<file path="src/bia_pkg.sv">
// bia_pkg: shared constants, operation codes and controller/datapath interface types
package bia_pkg;

    // word field widths
    localparam int FUNC_W      = 2;
    localparam int ENTRY_ID_W  = 10;
    localparam int ROW_INDEX_W = 5;
    localparam int ROW_DATA_W  = 32;
    localparam int LIMIT_W     = 11;
    localparam int ALLOC_ID_W  = 10;

    // packed stream widths
    localparam int IN_TDATA_W  = 48;
    localparam int IN_TUSER_W  = FUNC_W;
    localparam int OUT_TDATA_W = 16;
    localparam int OUT_TUSER_W = 1;

    // defaults for the top level parameters
    localparam int DEF_MAX_ENTRIES = 1024;
    localparam int DEF_ROW_BITS    = 32;

    // rows of the full-row summary examined per scan cycle
    localparam int SCAN_W = 32;

    localparam logic [LIMIT_W-1:0] LIMIT_RESET = 11'd1024;

    // operation codes
    localparam logic [FUNC_W-1:0] FUNC_ALLOC   = 2'd0;
    localparam logic [FUNC_W-1:0] FUNC_RECLAIM = 2'd1;
    localparam logic [FUNC_W-1:0] FUNC_LOAD    = 2'd2;

    // controller to datapath commands
    typedef struct packed {
        logic clr;        // clearing pass, one row
        logic capture;    // take in a new word
        logic scan;       // search one chunk of the full-row summary
        logic find;       // pick the free bit in the fetched row
        logic div1;       // reclaim id split, first step
        logic div2;       // reclaim id split, second step and row fetch
        logic rchk;       // reclaim check and clear
        logic load;       // write a whole row
        logic resp_push;  // move the result into the output register
    } cmd_t;

    // datapath to controller status
    typedef struct packed {
        logic clr_last;
        logic chunk_hit;
        logic chunk_last;
        logic out_free;
    } sts_t;

endpackage

</file>
<file path="src/bia_ctrl.sv">
// bia_ctrl: operation sequencer for the bitmap id allocator
module bia_ctrl (
    input  logic                              clk,
    input  logic                              rst_n,
    input  logic                              s_tvalid,
    input  logic [bia_pkg::FUNC_W-1:0]        func,
    input  bia_pkg::sts_t                     sts,
    output bia_pkg::cmd_t                     cmd,
    output logic                              in_ready
);
    import bia_pkg::*;

    localparam logic [3:0] ST_CLEAR = 4'd0;
    localparam logic [3:0] ST_IDLE  = 4'd1;
    localparam logic [3:0] ST_SCAN  = 4'd2;
    localparam logic [3:0] ST_FIND  = 4'd3;
    localparam logic [3:0] ST_DIV1  = 4'd4;
    localparam logic [3:0] ST_DIV2  = 4'd5;
    localparam logic [3:0] ST_RCHK  = 4'd6;
    localparam logic [3:0] ST_LOAD  = 4'd7;
    localparam logic [3:0] ST_RESP  = 4'd8;

    logic [3:0] state_reg;
    logic [3:0] state_next;

    always_comb
    begin
        state_next = state_reg;
        cmd        = '0;
        in_ready   = (state_reg == ST_IDLE);
        unique case (state_reg)
            ST_CLEAR:
            begin
                cmd.clr = 1'b1;
                if (sts.clr_last)
                begin
                    state_next = ST_IDLE;
                end
            end
            ST_IDLE:
            begin
                if (s_tvalid)
                begin
                    cmd.capture = 1'b1;
                    unique case (func)
                        FUNC_ALLOC:   state_next = ST_SCAN;
                        FUNC_RECLAIM: state_next = ST_DIV1;
                        FUNC_LOAD:    state_next = ST_LOAD;
                        default:      state_next = ST_RESP;
                    endcase
                end
            end
            ST_SCAN:
            begin
                cmd.scan = 1'b1;
                if (sts.chunk_hit)
                begin
                    state_next = ST_FIND;
                end
                else if (sts.chunk_last)
                begin
                    state_next = ST_RESP;
                end
            end
            ST_FIND:
            begin
                cmd.find   = 1'b1;
                state_next = ST_RESP;
            end
            ST_DIV1:
            begin
                cmd.div1   = 1'b1;
                state_next = ST_DIV2;
            end
            ST_DIV2:
            begin
                cmd.div2   = 1'b1;
                state_next = ST_RCHK;
            end
            ST_RCHK:
            begin
                cmd.rchk   = 1'b1;
                state_next = ST_RESP;
            end
            ST_LOAD:
            begin
                cmd.load   = 1'b1;
                state_next = ST_RESP;
            end
            ST_RESP:
            begin
                if (sts.out_free)
                begin
                    cmd.resp_push = 1'b1;
                    state_next    = ST_IDLE;
                end
            end
            default:
            begin
                state_next = ST_IDLE;
            end
        endcase
    end

    always_ff @(posedge clk or negedge rst_n)
    begin
        if (!rst_n)
        begin
            state_reg <= ST_CLEAR;
        end
        else
        begin
            state_reg <= state_next;
        end
    end

endmodule

</file>
<file path="src/bia_datapath.sv">
// bia_datapath: bitmap memory, full-row summary, search, id split and result registers
module bia_datapath #(
    parameter int MAX_ENTRIES = bia_pkg::DEF_MAX_ENTRIES,
    parameter int ROW_BITS    = bia_pkg::DEF_ROW_BITS
) (
    input  logic                                clk,
    input  logic                                rst_n,
    input  bia_pkg::cmd_t                       cmd,
    output bia_pkg::sts_t                       sts,
    input  logic                                cfg_we,
    input  logic [bia_pkg::LIMIT_W-1:0]         cfg_data,
    input  logic [bia_pkg::ENTRY_ID_W-1:0]      entry_id,
    input  logic [bia_pkg::ROW_INDEX_W-1:0]     row_index,
    input  logic [bia_pkg::ROW_DATA_W-1:0]      row_bits,
    input  logic                                m_tready,
    output logic                                m_valid,
    output logic                                out_ok,
    output logic [bia_pkg::ALLOC_ID_W-1:0]      out_id
);
    import bia_pkg::*;

    localparam int ROW_COUNT  = (MAX_ENTRIES + ROW_BITS - 1) / ROW_BITS;
    localparam int ROW_W      = (ROW_COUNT > 1) ? $clog2(ROW_COUNT) : 1;
    localparam int COL_W      = $clog2(ROW_BITS);
    localparam int NUM_CHUNKS = (ROW_COUNT + SCAN_W - 1) / SCAN_W;
    localparam int CHK_W      = (NUM_CHUNKS > 1) ? $clog2(NUM_CHUNKS) : 1;
    localparam int POS_W      = $clog2(SCAN_W);
    localparam int FROW_W     = CHK_W + POS_W;
    localparam int PAD_W      = NUM_CHUNKS * SCAN_W - ROW_COUNT;
    localparam int ID_W       = $clog2(ROW_COUNT * ROW_BITS);
    localparam int LIM_W      = (LIMIT_W > $clog2(MAX_ENTRIES + 1)) ?
                                LIMIT_W : $clog2(MAX_ENTRIES + 1);
    localparam int CMP_W      = (ID_W > LIM_W) ? ID_W : LIM_W;
    // reciprocal split of a reclaim id into row and column
    localparam int DIV_SH     = ENTRY_ID_W + 7;
    localparam int RECIP      = (2 ** DIV_SH) / ROW_BITS;
    localparam int RECIP_W    = DIV_SH - 2;
    localparam int PROD_W     = ENTRY_ID_W + RECIP_W;
    localparam int Q_W        = PROD_W - DIV_SH;
    localparam int MUL_W      = Q_W + 7;

    // bitmap storage
    logic [ROW_BITS-1:0]   mem [0:ROW_COUNT-1];
    logic [ROW_COUNT-1:0]  full_reg;
    logic [LIMIT_W-1:0]    limit_reg;
    logic [ROW_W-1:0]      clr_ptr_reg;
    logic [CHK_W-1:0]      chunk_ptr_reg;

    // captured word
    logic [ENTRY_ID_W-1:0]  entry_id_reg;
    logic [ROW_INDEX_W-1:0] row_index_reg;
    logic [ROW_DATA_W-1:0]  row_bits_reg;

    logic [PROD_W-1:0]     prod_reg;
    logic                  in_range_reg;
    logic [ROW_W-1:0]      row_reg;
    logic [COL_W-1:0]      col_reg;
    logic [ROW_BITS-1:0]   rd_data_reg;
    logic                  res_ok_reg;
    logic [ALLOC_ID_W-1:0] res_id_reg;
    logic                  m_valid_reg;
    logic                  out_ok_reg;
    logic [ALLOC_ID_W-1:0] out_id_reg;

    logic [NUM_CHUNKS*SCAN_W-1:0] sum_pad;
    logic [SCAN_W-1:0]     chunk_bits;
    logic                  chunk_hit;
    logic [POS_W-1:0]      hit_pos;
    logic [FROW_W-1:0]     found_wide;
    logic [ROW_W-1:0]      found_row;
    logic                  chunk_last;

    logic [LIM_W-1:0]      lim_eff;
    logic                  zero_hit;
    logic [COL_W-1:0]      zero_col;
    logic [CMP_W-1:0]      alloc_id_c;
    logic                  alloc_ok;
    logic [ROW_BITS-1:0]   set_data;
    logic                  rchk_ok;
    logic [ROW_BITS-1:0]   clr_data;
    logic                  load_ok;

    logic [Q_W-1:0]        q_est;
    logic [MUL_W-1:0]      qrb;
    logic [ENTRY_ID_W-1:0] rem;
    logic                  rem_hi;
    logic [Q_W-1:0]        q_fix;
    logic [ENTRY_ID_W-1:0] col_fix;

    logic                  rd_en;
    logic [ROW_W-1:0]      rd_addr;
    logic                  wr_en;
    logic [ROW_W-1:0]      wr_addr;
    logic [ROW_BITS-1:0]   wr_data;

    // rows past the end read as full so the scan never picks them
    generate
        if (PAD_W > 0)
        begin : g_pad
            assign sum_pad = {{PAD_W{1'b1}}, full_reg};
        end
        else
        begin : g_nopad
            assign sum_pad = full_reg;
        end
    endgenerate

    assign chunk_bits = sum_pad[chunk_ptr_reg * SCAN_W +: SCAN_W];
    assign chunk_last = (chunk_ptr_reg == CHK_W'(NUM_CHUNKS - 1));

    always_comb
    begin
        chunk_hit = 1'b0;
        hit_pos   = '0;
        for (int i = SCAN_W - 1; i >= 0; i--)
        begin
            if (!chunk_bits[i])
            begin
                chunk_hit = 1'b1;
                hit_pos   = POS_W'(i);
            end
        end
    end

    assign found_wide = {chunk_ptr_reg, hit_pos};
    assign found_row  = ROW_W'(found_wide);

    assign lim_eff = (LIM_W'(limit_reg) > LIM_W'(MAX_ENTRIES)) ?
                     LIM_W'(MAX_ENTRIES) : LIM_W'(limit_reg);

    // lowest free bit of the fetched row
    always_comb
    begin
        zero_hit = 1'b0;
        zero_col = '0;
        for (int j = ROW_BITS - 1; j >= 0; j--)
        begin
            if (!rd_data_reg[j])
            begin
                zero_hit = 1'b1;
                zero_col = COL_W'(j);
            end
        end
    end

    assign alloc_id_c = CMP_W'(row_reg) * CMP_W'(ROW_BITS) + CMP_W'(zero_col);
    assign alloc_ok   = zero_hit && (alloc_id_c < CMP_W'(lim_eff));
    assign set_data   = rd_data_reg | (ROW_BITS'(1) << zero_col);

    assign rchk_ok  = in_range_reg && rd_data_reg[col_reg];
    assign clr_data = rd_data_reg & ~(ROW_BITS'(1) << col_reg);

    assign load_ok = (int'(row_index_reg) < ROW_COUNT);

    // estimate may fall one short, one compare fixes it
    assign q_est   = prod_reg[PROD_W-1:DIV_SH];
    assign qrb     = MUL_W'(q_est) * MUL_W'(ROW_BITS);
    assign rem     = entry_id_reg - ENTRY_ID_W'(qrb);
    assign rem_hi  = (rem >= ENTRY_ID_W'(ROW_BITS));
    assign q_fix   = rem_hi ? (q_est + Q_W'(1)) : q_est;
    assign col_fix = rem_hi ? (rem - ENTRY_ID_W'(ROW_BITS)) : rem;

    assign rd_en   = (cmd.scan && chunk_hit) || (cmd.div2 && in_range_reg);
    assign rd_addr = cmd.scan ? found_row : ROW_W'(q_fix);

    always_comb
    begin
        wr_en   = 1'b0;
        wr_addr = row_reg;
        wr_data = '0;
        if (cmd.clr)
        begin
            wr_en   = 1'b1;
            wr_addr = clr_ptr_reg;
        end
        else if (cmd.find && alloc_ok)
        begin
            wr_en   = 1'b1;
            wr_data = set_data;
        end
        else if (cmd.rchk && rchk_ok)
        begin
            wr_en   = 1'b1;
            wr_data = clr_data;
        end
        else if (cmd.load && load_ok)
        begin
            wr_en   = 1'b1;
            wr_addr = ROW_W'(row_index_reg);
            wr_data = ROW_BITS'(row_bits_reg);
        end
    end

    always_ff @(posedge clk)
    begin
        if (wr_en)
        begin
            mem[wr_addr] <= wr_data;
        end
        if (rd_en)
        begin
            rd_data_reg <= mem[rd_addr];
        end
    end

    always_ff @(posedge clk or negedge rst_n)
    begin
        if (!rst_n)
        begin
            limit_reg     <= LIMIT_RESET;
            full_reg      <= '0;
            clr_ptr_reg   <= '0;
            chunk_ptr_reg <= '0;
            m_valid_reg   <= 1'b0;
        end
        else
        begin
            if (cfg_we)
            begin
                limit_reg <= cfg_data;
            end
            if (wr_en)
            begin
                full_reg[wr_addr] <= &wr_data;
            end
            if (cmd.clr)
            begin
                clr_ptr_reg <= clr_ptr_reg + ROW_W'(1);
            end
            if (cmd.capture)
            begin
                chunk_ptr_reg <= '0;
            end
            else if (cmd.scan && !chunk_hit && !chunk_last)
            begin
                chunk_ptr_reg <= chunk_ptr_reg + CHK_W'(1);
            end
            if (cmd.resp_push)
            begin
                m_valid_reg <= 1'b1;
            end
            else if (m_tready)
            begin
                m_valid_reg <= 1'b0;
            end
        end
    end

    always_ff @(posedge clk)
    begin
        if (cmd.capture)
        begin
            entry_id_reg  <= entry_id;
            row_index_reg <= row_index;
            row_bits_reg  <= row_bits;
        end
        if (cmd.div1)
        begin
            prod_reg     <= PROD_W'(entry_id_reg) * PROD_W'(RECIP);
            in_range_reg <= (CMP_W'(entry_id_reg) < CMP_W'(lim_eff));
        end
        if (cmd.scan)
        begin
            row_reg <= found_row;
        end
        else if (cmd.div2)
        begin
            row_reg <= ROW_W'(q_fix);
            col_reg <= COL_W'(col_fix);
        end
        if (cmd.capture)
        begin
            res_ok_reg <= 1'b0;
            res_id_reg <= '0;
        end
        else if (cmd.find)
        begin
            res_ok_reg <= alloc_ok;
            res_id_reg <= alloc_ok ? ALLOC_ID_W'(alloc_id_c) : '0;
        end
        else if (cmd.rchk)
        begin
            res_ok_reg <= rchk_ok;
        end
        else if (cmd.load)
        begin
            res_ok_reg <= load_ok;
        end
        if (cmd.resp_push)
        begin
            out_ok_reg <= res_ok_reg;
            out_id_reg <= res_id_reg;
        end
    end

    assign sts.clr_last   = (clr_ptr_reg == ROW_W'(ROW_COUNT - 1));
    assign sts.chunk_hit  = chunk_hit;
    assign sts.chunk_last = chunk_last;
    assign sts.out_free   = !m_valid_reg || m_tready;

    assign m_valid = m_valid_reg;
    assign out_ok  = out_ok_reg;
    assign out_id  = out_id_reg;

    a_push_free: assert property (@(posedge clk) disable iff (!rst_n)
        cmd.resp_push |-> (!m_valid_reg || m_tready))
        else $error("result pushed over an untaken word");

    a_id_zero_on_fail: assert property (@(posedge clk) disable iff (!rst_n)
        (m_valid_reg && !out_ok_reg) |-> (out_id_reg == '0))
        else $error("failed result carries a nonzero id");

    a_scan_in_rows: assert property (@(posedge clk) disable iff (!rst_n)
        (cmd.scan && chunk_hit) |-> (int'(found_wide) < ROW_COUNT))
        else $error("summary scan picked a row past the end");

    a_find_after_scan: assert property (@(posedge clk) disable iff (!rst_n)
        cmd.find |-> $past(cmd.scan && chunk_hit))
        else $error("bit search without a fetched row");

endmodule

</file>
<file path="src/bitmap_id_allocator_core.sv">
// bitmap_id_allocator_core: top level of the first-free bitmap id allocator
//
// Hands out and takes back identifiers from a used/free bitmap of MAX_ENTRIES
// ids kept in rows of ROW_BITS bits (bit j of row r is id r*ROW_BITS+j). Each
// input word carries one request and gives exactly one result word. Allocate
// grants the lowest free id below the effective limit (entry_limit, capped at
// MAX_ENTRIES) and marks it used; reclaim frees a used id below that limit;
// load overwrites a whole row. Any failure, an unused operation code included,
// answers ok low with a zero id. After reset the block sweeps the bitmap to
// zero, one row a cycle, and takes no request during that time; entry_limit
// can be written at any time the block is idle. One request is worked on at
// a time. After the accept, load writes its row; reclaim splits the id into
// row and column and fetches that row, then checks and clears the bit;
// allocate walks the 32-row groups of the full-row summary until a non-full
// row turns up and fetches it, then searches and sets its lowest free bit;
// an unused code goes straight to the result. When every row is full the
// walk covers all groups and the bit search is skipped. The bitmap memory
// with its registered read splits every read-modify-write into a fetch step
// and an update step. The result sits in an output register, so a stalled
// consumer holds only the next result, not the accept.
module bitmap_id_allocator_core #(
    parameter int MAX_ENTRIES = bia_pkg::DEF_MAX_ENTRIES,
    parameter int ROW_BITS    = bia_pkg::DEF_ROW_BITS
) (
    input  logic                                clk,
    input  logic                                rst_n,
    // configuration write channel: entry_limit
    input  logic                                cfg_valid,
    output logic                                cfg_ready,
    input  logic [bia_pkg::LIMIT_W-1:0]         cfg_data,
    // request words
    input  logic                                s_tvalid,
    output logic                                s_tready,
    input  logic [bia_pkg::IN_TDATA_W-1:0]      s_tdata,   // entry_id[9:0], row_index[14:10],
                                                           // row_bits[46:15], zero[47]
    input  logic [bia_pkg::IN_TUSER_W-1:0]      s_tuser,   // func[1:0]
    // result words
    output logic                                m_tvalid,
    input  logic                                m_tready,
    output logic [bia_pkg::OUT_TDATA_W-1:0]     m_tdata,   // allocated_id[9:0], zero[15:10]
    output logic [bia_pkg::OUT_TUSER_W-1:0]     m_tuser    // ok[0]
);
    import bia_pkg::*;

    cmd_t                   cmd;
    sts_t                   sts;
    logic                   in_ready;
    logic [FUNC_W-1:0]      func;
    logic [ENTRY_ID_W-1:0]  entry_id;
    logic [ROW_INDEX_W-1:0] row_index;
    logic [ROW_DATA_W-1:0]  row_bits;
    logic                   out_ok;
    logic [ALLOC_ID_W-1:0]  out_id;

    // unpack the request word
    assign func      = s_tuser[FUNC_W-1:0];
    assign entry_id  = s_tdata[ENTRY_ID_W-1:0];
    assign row_index = s_tdata[ENTRY_ID_W +: ROW_INDEX_W];
    assign row_bits  = s_tdata[ENTRY_ID_W + ROW_INDEX_W +: ROW_DATA_W];

    // the limit register takes a write in any cycle
    assign cfg_ready = 1'b1;
    assign s_tready  = in_ready;

    // sequencer: clearing pass, then one request at a time
    bia_ctrl u_ctrl (
        .clk      (clk),
        .rst_n    (rst_n),
        .s_tvalid (s_tvalid),
        .func     (func),
        .sts      (sts),
        .cmd      (cmd),
        .in_ready (in_ready)
    );

    // bitmap memory, summary search, id split and output register
    bia_datapath #(
        .MAX_ENTRIES (MAX_ENTRIES),
        .ROW_BITS    (ROW_BITS)
    ) u_datapath (
        .clk       (clk),
        .rst_n     (rst_n),
        .cmd       (cmd),
        .sts       (sts),
        .cfg_we    (cfg_valid),
        .cfg_data  (cfg_data),
        .entry_id  (entry_id),
        .row_index (row_index),
        .row_bits  (row_bits),
        .m_tready  (m_tready),
        .m_valid   (m_tvalid),
        .out_ok    (out_ok),
        .out_id    (out_id)
    );

    // pack the result word, unused high bits tied low
    assign m_tdata = {{(OUT_TDATA_W - ALLOC_ID_W){1'b0}}, out_id};
    assign m_tuser = out_ok;

endmodule

</file>
<file path="config.mk">
export PLATFORM = sky130hd
export DESIGN_NAME = bitmap_id_allocator_core
export DESIGN_NICKNAME = d
export VERILOG_FILES = /design/src/bia_pkg.sv /design/src/bia_ctrl.sv /design/src/bia_datapath.sv /design/src/bitmap_id_allocator_core.sv
export SDC_FILE = /design/constraint.sdc
export NUM_CORES = 1
export LEC_CHECK = 0
export BUFFER_PORTS_ARGS = -buffer_cell sky130_fd_sc_hd__buf_2
export CAP_MARGIN = 20
export CORE_AREA = 2 2 377 267
export DETAILED_ROUTE_END_ITERATION = 12
export DIE_AREA = 0 0 379 269
export HOLD_SLACK_MARGIN = 0.12
export MAX_ROUTING_LAYER = met4
export PLACE_DENSITY = 0.63
export SYNTH_ARGS = -nofsm -noshare
export SYNTH_HDL_FRONTEND = slang
export SYNTH_SLANG_ARGS = --single-unit
</file>
<file path="constraint.sdc">
create_clock -name clk -period 8.85 [get_ports clk]
set_clock_uncertainty 0.2 [all_clocks]
set_input_delay 0.885 -clock clk [delete_from_list [all_inputs] [get_ports clk]]
set_output_delay 0.885 -clock clk [all_outputs]
set_load 0.005 [all_outputs]
</file>
==> results.md <==
- Post-synth top flop: edfxtp_1
- CP max stage cell: nor2_4
- Unique cell type count in the Yosys netlist: 86
- Synthesis-to-finish area growth: 13.3%
- Finished Core Util: 56.0%
- Synth Instances: 3,433
- Share of cells above drive strength 1: 13.2%
- P_leak: 19.0 nW
- Clk_lat worst skew: 0.73 ns
- NumNets Final: 3,643
- Achievable Freq: 153 MHz
- Die area: 102,000 sq um
- Worst Hold Class: in -> reg
- Die width: 379 microns
- Clk slew on worst S/H paths: 0.07 ns
- CORE AREA: 98,800 sq um
- Required time of the critical path: 9.01 ns
- Crit Path Category: reg -> reg
- H-tree depth: 3
- Synth area leader: edfxtp_1
- Root Buffer: clkbuf_16
- DRC: 0
- PortBufs: 77
- Yosys warnings: 0
- Clock tree from TritonCTS: done
- Sequential share of the synthesized area: 72.6%
- Rows: 97
- Peak supply drop: 0.000279 V
- Hold_ws: 0.149 ns
- Post-route ant nets: 0
- Post-CTS setup buffer count: 0
- Worst-Margin Slew: 1.27 ns
- Vias: 31,200
- Synth top cells by count: 1,130 x edfxtp_1, 585 x nand2_1, 237 x a21oi_1, 174 x mux2i_1, 136 x clkbuf_1
- Arrival @ worst endpoint: 6.67 ns
- Mapped Area: 48,900 sq um
- Min Tclk post-route: 6.52 ns
- Cell Chain, Critical Path: and4_1 -> a2111oi_2 -> o21bai_1 -> nand2b_1 -> inv_2 -> ha_1 -> nand4_1 -> nor2_1 -> nor3_1 -> and4b_1 -> a32o_1 -> buf_4 -> nor4_1 -> nor2b_1 -> nand2_1 -> nor2_4 -> buf_4
- Remaining global-route overflow: 0
- Worst path max stage delay: 1.10 ns
- First-pass GRT wire length: 206 mm
- CTS buffer count: 107
- Post-synth EDFFs: 1,130
- RSZ-0062 raised after global routing: false
- Post-CTS sizing: 0
- Setup crit end: u_datapath.mem[12][10]$_DFFE_PP_
- Count leader, synth: edfxtp_1
- R2r worst-path depth: 17
- Post-DP HPWL: 83.4 mm
- Drt initial violations: 4,700
- Synthesized area per cell: 14.2 sq um
- Tcrit/Tclk final: 73.6%
- Relative slew slack: 14.8%
- RD Place Congestion: 0.947
- Post-Route WL: 145 mm
- CP most frequent cell: buf_4
- Avg Vias per Cell: 6.28
- Endpoints failing setup: 0
- FILL cells: 7,865
- Fin. max-slew vios: 0
- Status: finished clean
- Yosys top cell area share: 69.4%
- Clk sinks: 1,195
- #FFs+latches synth: 1,195
- WHS Path Cells: 1
- Critical R2R Capture: u_datapath.mem[12][10]$_DFFE_PP_
- Endpoints failing hold: 0
- Nature of the critical path endpoint: flip-flop
- Post-CTS Hold Fix Bufs: 27
- Startpoint types: flip-flop
- Max-Cap Viols: 0
- Vias in the first global route: 28,900
- Setup crit start: u_datapath.rd_data_reg[27]$_DFFE_PP_
- Footprint of the multi-input gates: 12,900 sq um
- I/O pin count: 86
- Number of flip-flops in the largest register: 1,024
- Worst reg2reg startpoint: u_datapath.rd_data_reg[27]$_DFFE_PP_
- Cells taking the most area after synthesis: edfxtp_1 69%, nand2_1 4.5%, mux2i_1 3.6%
- GR Util All Layers: 29.2%
- Storage element area: 35,500 sq um
- Async SR Flop Fraction: 4.52%
- Die height: 269 microns
- Crit-path max FO: 19
- R2r setup slk: 2.33 ns
- Max Buffers Root-to-Sink: 3
- PD cells: 331 nW/um^2
- Reg with most FFs: u_datapath.mem
- Initial core utilization: 49.5%
- Final setup TNS: 0 ns
- Largest net degree at the start of global routing: 169
- Initial antenna violation count: 4
- WL/cell: 29.1 microns
- 1st-pass router iterations: 8
==> cells by family after synthesis <==
logic type / after synthesis / synth area share (%)
AND/OR/NAND/NOR: 942 / 8.44
multiplexers: 226 / 4.88
flip-flops: 1195 / 72.6
AO/OA/AOI/OAI: 784 / 11.0
adder cells (fa/ha/maj): 29 / 0.753
buffers and inverters: 248 / 2.19
XOR/XNOR: 7 / 0.125
other: 2 / 0.0154
==> per-layer routing <==
layer / track usage [%] / wire, microns / vias to the layer above
li1: - / - / 13500
met1: 44.2 / 64700 / 15800
met5: - / 0 / -
met2: 40.8 / 62300 / 1749
met3: 5.15 / 14600 / 224
met4: 7.42 / 3390 / 0
==> metrics by stage <==
step / setup slack, ns / instance area, sq um / std cells / power, mW
2_1_floorplan: 3.79 / 48900 / 3438 / 11.0
3_3_place_gp: 2.51 / 51400 / 4739 / 13.6
3_5_place_dp: 2.55 / 51600 / 4745 / 13.7
4_1_cts: 2.49 / 55300 / 4972 / 18.2
5_1_grt: 2.21 / 55400 / 4976 / 19.0
6_report: 2.33 / 55400 / 4977 / 18.3
==> power by group <==
group / switching (mW) / internal, mW
Combinational: 4.52 / 1.72
Sequential: 0.336 / 7.12
Clock: 2.11 / 2.50
Total: 6.97 / 11.3
==> final cells by class <==
type                            instances  area share [%]
Timing Repair Buffer                  212            2.97
Antenna cell                            1         0.00452
Inverter                               38           0.271
Multi-Input combinational cell       1995            23.4
Clock inverter                         68            1.04
Sequential cell                      1195            64.1
Clock buffer                          132            5.21
Tap cell                             1336            3.02
==> placed cells by master, fill, tap and decap left out, types with 20 or more instances in the layout <==
cell | netlist | layout
dfrtp_1 | 53 | 53
ha_1 | 27 | 27
clkbuf_16 | 0 | 109
nor2_1 | 113 | 75
nand3_1 | 85 | 83
buf_2 | 41 | 78
a22o_1 | 33 | 33
nand2_1 | 585 | 585
dlygate4sd3_1 | 0 | 27
nor4_1 | 37 | 30
o21ai_0 | 76 | 64
nor2_4 | 0 | 38
clkinv_1 | 0 | 20
a31oi_1 | 48 | 48
a32oi_1 | 99 | 98
a21oi_1 | 237 | 237
mux2_1 | 31 | 31
mux2i_1 | 174 | 174
a22oi_1 | 105 | 105
buf_4 | 9 | 94
o32ai_1 | 32 | 32
inv_1 | 33 | 32
clkinv_2 | 0 | 26
a21boi_0 | 31 | 31
nand2b_1 | 27 | 25
edfxtp_1 | 1130 | 1130
==> critical path, delay by kind of cell, from the launching register on <==
kind	cells	cell delay, ns
AND/OR/NAND/NOR	10	3.18
buffers and inverters	3	1.03
adder cells (fa/ha/maj)	1	0.35
AO/OA/AOI/OAI	3	0.75
flip-flops	1	0.60
==> how the worst min path moves through the flow <==
stage / start / endpoint / slack [ns]
4_1_cts: s_tdata[29] / u_datapath.row_bits_reg[14]$_DFFE_PP_ / 0.12
6_report: s_tdata[30] / u_datapath.row_bits_reg[15]$_DFFE_PP_ / 0.15
2_1_floorplan: u_datapath.res_id_reg[4]$_SDFFE_PP0P_ / u_datapath.out_id[4]$_DFFE_PP_ / 0.21
5_1_grt: s_tdata[40] / u_datapath.row_bits_reg[25]$_DFFE_PP_ / 0.12
3_5_place_dp: u_datapath.res_id_reg[1]$_SDFFE_PP0P_ / u_datapath.out_id[1]$_DFFE_PP_ / 0.22
3_3_place_gp: u_datapath.res_id_reg[1]$_SDFFE_PP0P_ / u_datapath.out_id[1]$_DFFE_PP_ / 0.22
No activity file was read; power rests on OpenSTA's default activity.
